File: src/hdl/mapl_pkg.sv
// mapl_pkg: word types, opcodes, sequencer states and rectangle helpers
// for the monitor-at-point lookup block. No dependencies.
`timescale 1ns / 1ps

package mapl_pkg;

  typedef enum logic [1:0] {
    OP_CLEAR = 2'd0,
    OP_LOAD  = 2'd1,
    OP_QUERY = 2'd2
  } opcode_e;

  typedef enum logic [3:0] {
    ST_IDLE,
    ST_LRD,
    ST_LCMP,
    ST_LWR,
    ST_QCACHE,
    ST_QRD,
    ST_QSX,
    ST_QSY,
    ST_QCMP,
    ST_QFIN,
    ST_OUT
  } state_e;

  typedef struct packed {
    opcode_e            opcode;
    logic signed [15:0] pos_x;
    logic signed [15:0] pos_y;
    logic        [15:0] rect_width;
    logic        [15:0] rect_height;
  } in_word_t;

  typedef struct packed {
    logic               found;
    logic signed [15:0] out_x;
    logic signed [15:0] out_y;
    logic        [15:0] out_width;
    logic        [15:0] out_height;
  } out_word_t;

  typedef struct packed {
    logic signed [15:0] x;
    logic signed [15:0] y;
    logic        [15:0] w;
    logic        [15:0] h;
  } rect_t;

  // origin -1,-1 with zero size: contains nothing
  localparam rect_t CacheEmpty = '{x: '1, y: '1, w: '0, h: '0};

  // point-in-rectangle at 18 bits, no wrap; zero size never hits
  function automatic logic rect_hit(logic signed [15:0] px, logic signed [15:0] py,
                                    rect_t r);
    logic signed [17:0] p_x, p_y, x0, y0, x1, y1;
    p_x = 18'(px);
    p_y = 18'(py);
    x0  = 18'(r.x);
    y0  = 18'(r.y);
    x1  = x0 + $signed({2'b00, r.w});
    y1  = y0 + $signed({2'b00, r.h});
    return (p_x >= x0) && (p_x < x1) && (p_y >= y0) && (p_y < y1);
  endfunction

  // point minus rectangle center along one axis; fits 18 signed bits
  function automatic logic signed [17:0] center_delta(logic signed [15:0] p,
                                                      logic signed [15:0] o,
                                                      logic [15:0] s);
    logic signed [17:0] c;
    c = 18'(o) + $signed({3'b000, s[15:1]});
    return 18'(p) - c;
  endfunction

endpackage

File: src/hdl/monitor_at_point_lookup.sv
// monitor_at_point_lookup: monitor rectangle table with point query,
// one shared squaring multiplier under a small sequencer. Uses mapl_pkg.
`timescale 1ns / 1ps

// Keeps up to MAX_MONITORS monitor rectangles plus a one-rectangle cache.
// Words arrive on a valid/stall channel; only a query produces an output word.
// Clear acts in the accept cycle. Load walks the kept entries for an origin
// clone, two steps per entry (table read port, then compare), and drops the
// word on a clone; else it appends the rectangle. A load to a full table is
// dropped in the accept cycle. A query first checks the cache; on a miss it
// scans the kept entries in four steps per entry (read, square dx, square dy,
// sum and compare), all squares going through one 18x18 multiplier, stopping
// early at a containing entry; then it updates the cache and hands the word to
// the output register. The scan loop through the shared multiplier sets the
// length of a miss. The block takes no new word while it works, but a finished
// output word waiting in its register does not hold off the next input word.
// The table needs no clearing after reset: only entries below the kept count
// are read.
module monitor_at_point_lookup #(
  parameter int MAX_MONITORS = 8
) (
  input  logic                clk_i,
  input  logic                rst_ni,
  input  logic                in_valid_i,
  output logic                in_stall_o,
  input  mapl_pkg::in_word_t  in_word_i,
  output logic                out_valid_o,
  input  logic                out_stall_i,
  output mapl_pkg::out_word_t out_word_o
);
  import mapl_pkg::*;

  localparam int CW = $clog2(MAX_MONITORS + 1);
  localparam int AW = (MAX_MONITORS > 1) ? $clog2(MAX_MONITORS) : 1;
  localparam logic [CW-1:0] MaxCnt = CW'(MAX_MONITORS);

  state_e state_q, state_d;

  // captured input word
  opcode_e            op_q;
  logic signed [15:0] px_q, py_q;
  logic        [15:0] w_q, h_q;

  logic [CW-1:0] kept_q;
  logic [CW-1:0] idx_q;
  logic [CW-1:0] idx_nxt;

  rect_t cache_q;
  rect_t rd_q;     // registered table read data
  rect_t pick_q;   // best entry so far
  rect_t tbl [MAX_MONITORS];

  // distance datapath
  logic signed [17:0] mul_op;
  logic signed [35:0] sq_full;
  logic        [33:0] prod_q, acc_q;
  logic        [34:0] best_q, dist_sum;
  logic               have_q;

  out_word_t res_q;
  out_word_t out_q;
  logic      out_valid_q;

  logic in_acc, wr_en, cache_hit, scan_hit, clone, out_free, use_dx;

  assign in_acc    = in_valid_i && !in_stall_o;
  assign idx_nxt   = idx_q + CW'(1);
  assign cache_hit = rect_hit(px_q, py_q, cache_q);
  assign scan_hit  = rect_hit(px_q, py_q, rd_q);
  assign clone     = (rd_q.x == px_q) && (rd_q.y == py_q);
  assign out_free  = !out_valid_q || !out_stall_i;
  assign dist_sum  = {1'b0, acc_q} + {1'b0, prod_q};

  // shared squaring unit: dx in QSX, dy in QSY
  assign mul_op  = use_dx ? center_delta(px_q, rd_q.x, rd_q.w)
                          : center_delta(py_q, rd_q.y, rd_q.h);
  assign sq_full = mul_op * mul_op;

  // next state
  always_comb begin
    state_d = state_q;
    case (state_q)
      ST_IDLE: begin
        if (in_acc) begin
          case (in_word_i.opcode)
            OP_LOAD:  if (kept_q < MaxCnt) state_d = ST_LRD;
            OP_QUERY: state_d = ST_QCACHE;
            default:  state_d = ST_IDLE;
          endcase
        end
      end
      ST_LRD:    state_d = (idx_q == kept_q) ? ST_LWR : ST_LCMP;
      ST_LCMP:   state_d = clone ? ST_IDLE : ST_LRD;
      ST_LWR:    state_d = ST_IDLE;
      ST_QCACHE: state_d = (cache_hit || kept_q == '0) ? ST_OUT : ST_QRD;
      ST_QRD:    state_d = ST_QSX;
      ST_QSX:    state_d = scan_hit ? ST_QFIN : ST_QSY;
      ST_QSY:    state_d = ST_QCMP;
      ST_QCMP:   state_d = (idx_nxt == kept_q) ? ST_QFIN : ST_QRD;
      ST_QFIN:   state_d = ST_OUT;
      ST_OUT:    state_d = out_free ? ST_IDLE : ST_OUT;
      default:   state_d = ST_IDLE;
    endcase
  end

  // control outputs
  always_comb begin
    in_stall_o = (state_q != ST_IDLE);
    wr_en      = (state_q == ST_LWR);
    use_dx     = (state_q == ST_QSX);
  end

  always_ff @(posedge clk_i or negedge rst_ni) begin
    if (!rst_ni) begin
      state_q <= ST_IDLE;
    end else begin
      state_q <= state_d;
    end
  end

  // table: one write port, one registered read port
  always_ff @(posedge clk_i) begin
    if (wr_en) begin
      tbl[kept_q[AW-1:0]] <= '{x: px_q, y: py_q, w: w_q, h: h_q};
    end
    rd_q <= tbl[idx_q[AW-1:0]];
  end

  // control registers
  always_ff @(posedge clk_i or negedge rst_ni) begin
    if (!rst_ni) begin
      kept_q  <= '0;
      idx_q   <= '0;
      have_q  <= 1'b0;
      cache_q <= CacheEmpty;
    end else begin
      case (state_q)
        ST_IDLE: begin
          idx_q  <= '0;
          have_q <= 1'b0;
          if (in_acc && in_word_i.opcode == OP_CLEAR) begin
            kept_q  <= '0;
            cache_q <= CacheEmpty;
          end
        end
        ST_LCMP: if (!clone) idx_q <= idx_nxt;
        ST_LWR:  kept_q <= kept_q + CW'(1);
        ST_QCACHE: begin
          if (!cache_hit && kept_q == '0) cache_q <= CacheEmpty;
        end
        ST_QCMP: begin
          if (!have_q || dist_sum < best_q) have_q <= 1'b1;
          idx_q <= idx_nxt;
        end
        ST_QFIN: cache_q <= pick_q;
        default: ;
      endcase
    end
  end

  // datapath registers
  always_ff @(posedge clk_i) begin
    case (state_q)
      ST_IDLE: begin
        if (in_acc) begin
          op_q <= in_word_i.opcode;
          px_q <= in_word_i.pos_x;
          py_q <= in_word_i.pos_y;
          w_q  <= in_word_i.rect_width;
          h_q  <= in_word_i.rect_height;
        end
      end
      ST_QCACHE: begin
        if (cache_hit) begin
          res_q <= '{found: 1'b1, out_x: cache_q.x, out_y: cache_q.y,
                     out_width: cache_q.w, out_height: cache_q.h};
        end else begin
          res_q <= '0;
        end
      end
      ST_QSX: begin
        prod_q <= sq_full[33:0];
        if (scan_hit) pick_q <= rd_q;
      end
      ST_QSY: begin
        acc_q  <= prod_q;
        prod_q <= sq_full[33:0];
      end
      ST_QCMP: begin
        if (!have_q || dist_sum < best_q) begin
          best_q <= dist_sum;
          pick_q <= rd_q;
        end
      end
      ST_QFIN: begin
        res_q <= '{found: 1'b1, out_x: pick_q.x, out_y: pick_q.y,
                   out_width: pick_q.w, out_height: pick_q.h};
      end
      default: ;
    endcase
  end

  // output register
  always_ff @(posedge clk_i or negedge rst_ni) begin
    if (!rst_ni) begin
      out_valid_q <= 1'b0;
    end else if (state_q == ST_OUT && out_free) begin
      out_valid_q <= 1'b1;
    end else if (!out_stall_i) begin
      out_valid_q <= 1'b0;
    end
  end

  always_ff @(posedge clk_i) begin
    if (state_q == ST_OUT && out_free) out_q <= res_q;
  end

  assign out_valid_o = out_valid_q;
  assign out_word_o  = out_q;

  // only a query reaches the output state; op_q kept for this check
  a_out_query: assert property (@(posedge clk_i) disable iff (!rst_ni)
    state_q == ST_OUT |-> op_q == OP_QUERY)
    else $error("output state reached by a non-query word");

  a_kept_max: assert property (@(posedge clk_i) disable iff (!rst_ni)
    kept_q <= MaxCnt)
    else $error("kept count above table depth");

  a_scan_idx: assert property (@(posedge clk_i) disable iff (!rst_ni)
    (state_q == ST_QSX || state_q == ST_QSY || state_q == ST_QCMP) |-> idx_q < kept_q)
    else $error("scan index beyond kept entries");

  a_out_rise: assert property (@(posedge clk_i) disable iff (!rst_ni)
    $rose(out_valid_q) |-> $past(state_q == ST_OUT))
    else $error("output word raised outside the output state");

endmodule
File: config.mk
export PLATFORM = sky130hd
export DESIGN_NAME = monitor_at_point_lookup
export DESIGN_NICKNAME = d
export VERILOG_FILES = /design/src/hdl/mapl_pkg.sv /design/src/hdl/monitor_at_point_lookup.sv
export SDC_FILE = /design/constraint.sdc
export NUM_CORES = 2
export LEC_CHECK = 0
export BUFFER_PORTS_ARGS = -buffer_cell sky130_fd_sc_hd__buf_2
export CAP_MARGIN = 20
export CORE_ASPECT_RATIO = 1.5
export CORE_MARGIN = 5
export CORE_UTILIZATION = 32
export DETAILED_ROUTE_END_ITERATION = 6
export GPL_TIMING_DRIVEN = 0
export PLACE_DENSITY = 0.56
export SYNTH_ARGS = -nofsm -noshare
export SYNTH_HDL_FRONTEND = slang
export SYNTH_SLANG_ARGS = --single-unit
File: constraint.sdc
create_clock -name clk_i -period 20.8 [get_ports clk_i]
set_clock_uncertainty 0.1 [all_clocks]
set_input_delay 4.16 -clock clk_i [delete_from_list [all_inputs] [get_ports clk_i]]
set_output_delay 4.16 -clock clk_i [all_outputs]
set_load 0.02 [all_outputs]
# Word-level counts from Yosys, hierarchy flattened

Memories as Yosys holds them, arrays and structs flattened. A register that Yosys moved wholly into a read port is not among the register bits.
Cells that the tools add are included.

Register bits: 439
RAM bits: 512
Input bits: 70
Output and inout port bits: 67
Word-level logic and storage cells: 144
Memories: 1

Memories:

| memory | depth | bits a word | read ports | clocked after memory_dff | write ports | line                          | source |
|---|---|---|---|---|---|---|---|
| tbl    | 8     | 64          | 1          | 1                        | 1           | monitor_at_point_lookup.sv:51 | `rect_t tbl [MAX_MONITORS];` |

Add/sub/neg operators: 11
Multiply operators: 1
Order comparisons: 10
Eq/ne operators: 24
Mux-type cells: 29
Reduce and logical (&&, ||, !) cells: 38

Operators with widths:

| cell                 | count |
|---|---|
| $mux W64             | 4 |
| $pmux W64 S3         | 1 |
| $pmux W65 S2         | 1 |
| $pmux W64 S2         | 1 |
| $add A16 B17 Y18     | 4 |
| $lt A16 B18 Y1       | 4 |
| $mux W65             | 1 |
| $ge A16 B16 Y1       | 4 |
| $pmux W4 S10         | 1 |
| $sub A16 B17 Y18     | 2 |
| $add A34 B34 Y35     | 1 |
| $lt A35 B35 Y1       | 1 |
| $add A16 B16 Y17     | 2 |
| $mul A18 B18 Y34     | 1 |
| $eq A16 B16 Y1       | 2 |
| $mux W4              | 8 |
| $mux W18             | 1 |
| $eq A4 B3 Y1 const B | 4 |
| $pmux W4 S2          | 2 |
| $eq A4 B4 Y1 const B | 3 |
| $ne A2 B2 Y1 const B | 6 |
| $pmux W4 S3          | 1 |
| $reduce_and A2 Y1    | 6 |
| $logic_and A1 B1 Y1  | 11 |
| 20 further kinds     | 41 |

# Longest topological paths before layout

Depth after elaboration: 9
Depth in mapped cells: 39
Gate-level depth less buffers: 38

# Worst setup path after synthesis

Ideal clock, no wire load.

Path kind: input to register
Start point: input port out_stall_i
End point: register out_q (netlist bit out_word_o[0]), enable pin
Setup time: 0.581 ns
Arrival time: 8.921 ns
Required time: 20.119 ns
Setup slack: 11.198 ns
Stages: 2
Path buffers: 0
Path through: nand2_1 > nor3b_1

Cells in the longest elaborated chain, start to end: 3

Ends and longest elaborated chain:

| item                 | line                           | source |
|---|---|---|
| start, declared      | monitor_at_point_lookup.sv:28  | `input logic out_stall_i,` |
| $logic_not A1 Y1     | n/a                            |  |
| $logic_or A1 B1 Y1   | monitor_at_point_lookup.sv:71  | `assign out_free = !out_valid_q \|\| !out_stall_i;` |
| $logic_and A1 B1 Y1  | monitor_at_point_lookup.sv:215 | `if (state_q == ST_OUT && out_free) out_q <= res_q;` |
| end signal, assigned | monitor_at_point_lookup.sv:215 |  |
| end, declared        | monitor_at_point_lookup.sv:61  | `out_word_t out_q;` |

Every way passes these cells.
A chain may end at the register's enable or synchronous reset.

# Worst setup path in the final report

Start point: register py_q[2]
End point: register prod_q[33], data pin

Cells in the longest elaborated chain, start to end: 3

Ends and longest elaborated chain:

| item                   | line                           | source |
|---|---|---|
| start, declared        | monitor_at_point_lookup.sv:41  | `logic signed [15:0] px_q, py_q;` |
| start signal, assigned | monitor_at_point_lookup.sv:168 | `py_q <= in_word_i.pos_y;` |
| $sub A16 B17 Y18       | mapl_pkg.sv:72                 | `return 18'(p) - c;` |
| $mux W18               | monitor_at_point_lookup.sv:75  | `assign mul_op = use_dx ? center_delta(px_q, rd_q.x, rd_q.w)` |
| $mul A18 B18 Y34       | monitor_at_point_lookup.sv:77  | `assign sq_full = mul_op * mul_op;` |
| via sq_full[33]        | monitor_at_point_lookup.sv:55  | `logic signed [35:0] sq_full;` |
| end signal, assigned   | monitor_at_point_lookup.sv:182 | `prod_q <= sq_full[33:0];` |
| end signal, assigned   | monitor_at_point_lookup.sv:187 | `prod_q <= sq_full[33:0];` |
| end, declared          | monitor_at_point_lookup.sv:56  | `logic [33:0] prod_q, acc_q;` |

The timed path passes the listed nets, and every way through them passes these cells.

==> run_results.csv <==
group,metric,value,unit
yosys,synth_cell_types,81,
min_path,hold_class,"register to register",
critical_path,reg2reg_slack,9.90,ns
cts,cts_tree,"built",
floorplanning,io_pins,137,
timing,fmax,0.0917,GHz
critical_path,crit_type,"register to register",
grt,grtUsageTotal,15.8,%
timing,period_minus_slack,10.90,ns
floorplanning,fp.coreArea,174000,µm²
placement,dp_hpwl,113000,µm
floorplanning,die_w,351,µm
final_layout,final_common_cell,"edfxtp_1",
critical_path,reg2reg_to,"prod_q[33]",
grt,grt_max_degree,66,
yosys,netlist_instances,4067,
critical_path,ff2ff_path_depth,33,
critical_path,cp_data_required_time,21.16,ns
cts,clock_path_buffers,3,
yosys,synth-seq-cells,1013,
yosys,syn_avg_cell_area,13.7,µm²
grt,grt_pass1_vias,35700,
critical_path,crit_path_frequent_cell,"fa_1",
timing,finalSetupViolations,0,
critical_path,worst-path-stages,33,
cts,htree_levels,3,
cts,root_buffer,"clkbuf_16",
final_layout,ff_latch_area,29400,µm²
critical_path,crit_path_end_kind,"register",
cts,clock_sinks,1013,
yosys,async_flop_share,7.70,%
cts,cts_hold_buf,0,
yosys,yosysSeqAreaShare,52.6,%
critical_path,cpLargestDelayFamily,"adder cells",
timing,worstMarginPinSlew,1.20,ns
final_layout,area_growth,14.5,%
yosys,syn-num-nets,4859,
yosys,syn-cell-area,55900,µm²
final_layout,drive_gt1_share,14.5,%
yosys,yosysWarnings,0,
critical_path,worstPathArrival,11.26,ns
timing,slew_violations,0,
grt,antenna_found_initial,13,
timing,hold_ws,0.317,ns
final_layout,final_cell_mix,"edfxtp_1 (871), inv_1 (544), ha_1 (404)",
yosys,synth_edf_count,871,
min_path,min_path_cells,0,
run,maxCapViolCount,0,
min_path,hold_end,"out_word_o[31]",
cts,clk_pin_slew_worst_paths,0.06,ns
yosys,synth_ff_type,"edfxtp_1",
critical_path,worstReg2RegStart,"py_q[2]",
critical_path,slowest_delay,0.81,ns
timing,max-slew-margin-rel,17.8,%
grt,grt_pass1_wl,217000,µm
route,ant_nets,0,
floorplanning,initial_core_util,32.1,%
route,drt_first_pass_iters,7,
timing,rsz0062_at_grt,"false",
final_layout,fillers,16700,
floorplanning,num_rows,188,
placement,io_buffers,136,
final_layout,fin_nets,5159,
grt,grt-ovfl-total,0,
final_layout,post-route-util,36.7,%
route,dr_total_vias,32800,
cts,cts_buffers,103,
min_path,hp-start,"res_q[31]",
status,status,"complete, no violations",
route,drc_errors,0,
critical_path,slowest_stage,"mux2i_2",
critical_path,critPathBufInv,5,
placement,place.gp.congestion,0.874,
floorplanning,fp.dieArea,183000,µm²
route,vias_per_cell,4.87,
cts,clk_latency,0.72,ns
cts,cts_setup_buffers,0,
timing,finalHoldViolations,0,
critical_path,worstPathMaxFanout,13,
floorplanning,die_y,522,µm
route,drt-initial-drc-count,1831,
route,wl_per_cell,21.5,µm
final_layout,multi_input_area,24100,µm²
timing,fin_crit_sh,52.4,%
timing,fin_tns_setup,0,ns
cts,post_cts_resized,0,
critical_path,startpoint_type,"register",
route,routed_wl,145000,µm
[worst register-to-register path, delay by kind of cell (launching register included)]
kind	cells	cell delay, ns
and+or+nand+nor	6	1.05
buffers and inverters	5	0.65
DFF	1	0.77
xor gates and xnor gates	2	0.25
AOI/OAI and AO/OA	10	2.77
adders and majority gates	9	4.29
muxes	1	0.81
[kinds of logic (layout without fill, tap and decap cells)]
| group | count (synthesis) | in the layout | synth area share [%] |
|---|---|---|---|
| AND/OR/NAND/NOR | 710 | 710 | 5.79 |
| XOR/XNOR | 169 | 169 | 2.65 |
| other | 0 | 4 | 0 |
| buffers and inverters | 654 | 1045 | 4.46 |
| multiplexers | 202 | 202 | 6.64 |
| AO/OA/AOI/OAI | 597 | 597 | 7.39 |
| adder cells (fa/ha/maj) | 722 | 722 | 20.4 |
| flip-flops | 1013 | 1013 | 52.6 |
[area by class of cell]
type / instances / area share, %
plain buffers: 106 / 0.684
inverters: 548 / 3.22
multi-input cells: 2400 / 37.6
clock inverters: 57 / 1.05
clock buffers: 139 / 4.49
flip-flops and latches: 1013 / 46.0
well taps: 2280 / 4.46
repair buffers: 195 / 2.45
diodes: 4 / 0.0156
[flip-flops by register name, summed over array words and instances, names as in the netlist, 4 cells and up]
| signal | flops |
|---|---|
| acc_q | 33 |
| cache_q | 64 |
| py_q | 16 |
| best_q | 35 |
| pick_q | 64 |
| prod_q | 33 |
| idx_q | 4 |
| state_q | 4 |
| res_q | 65 |
| h_q | 16 |
| kept_q | 4 |
| px_q | 16 |
| rd_q | 64 |
| out_word_o | 65 |
| w_q | 16 |
| tbl | 512 |
[metal layers]
layer	global-route usage (%)	vias to the layer above	part of all wire [%]
li1	-	15100	-
met1	18.4	16800	40
met2	29.3	652	53
met3	1.93	248	3.5
met4	6.31	2	4.1
met5	0	-	0.0090
[worst max-delay path by stage]
stage,startpoint,end,slack [ns]
6_report,py_q[2],prod_q[33],9.90
5_1_grt,px_q[2],prod_q[33],9.54
4_1_cts,py_q[2],prod_q[33],9.99
3_5_place_dp,py_q[2],prod_q[33],10.00
3_3_place_gp,out_stall_i,out_word_o[26],6.76
2_1_floorplan,out_stall_i,out_word_o[0],11.20
[synthesized netlist by cell type, types with 36 or more instances]
| library cell | count | area, µm² |
|---|---|---|
| edfxtp_1 | 871 | 26200 |
| inv_1 | 546 | 2050 |
| ha_1 | 404 | 5050 |
| fa_1 | 318 | 6370 |
| nand2_1 | 242 | 908 |
| nor2_1 | 209 | 785 |
| a21oi_1 | 154 | 771 |
| mux4_2 | 128 | 2880 |
| xnor2_1 | 112 | 981 |
| o21ai_0 | 87 | 435 |
| a21o_1 | 86 | 646 |
| clkbuf_1 | 68 | 255 |
| mux2_2 | 66 | 743 |
| dfxtp_1 | 64 | 1280 |
| a22o_1 | 62 | 543 |
| xor2_1 | 57 | 499 |
| dfrtp_1 | 46 | 1150 |
| nand3_1 | 45 | 225 |
| nand2b_1 | 39 | 244 |
| nor3_1 | 39 | 195 |
| nor2b_1 | 37 | 231 |
| o31ai_1 | 36 | 270 |
[through the flow]
stage,cell area (µm²),std cells,setup slack (ns)
6_report,64000,6742,9.90
5_1_grt,64000,6739,9.54
4_1_cts,64000,6736,9.99
3_5_place_dp,60400,6540,10.00
3_3_place_gp,59400,6483,6.76
2_1_floorplan,55900,4067,11.20
Power is left out: the tool's default activity adds up to more than one toggle a clock period on the data nets, which glitch-free logic cannot reach.
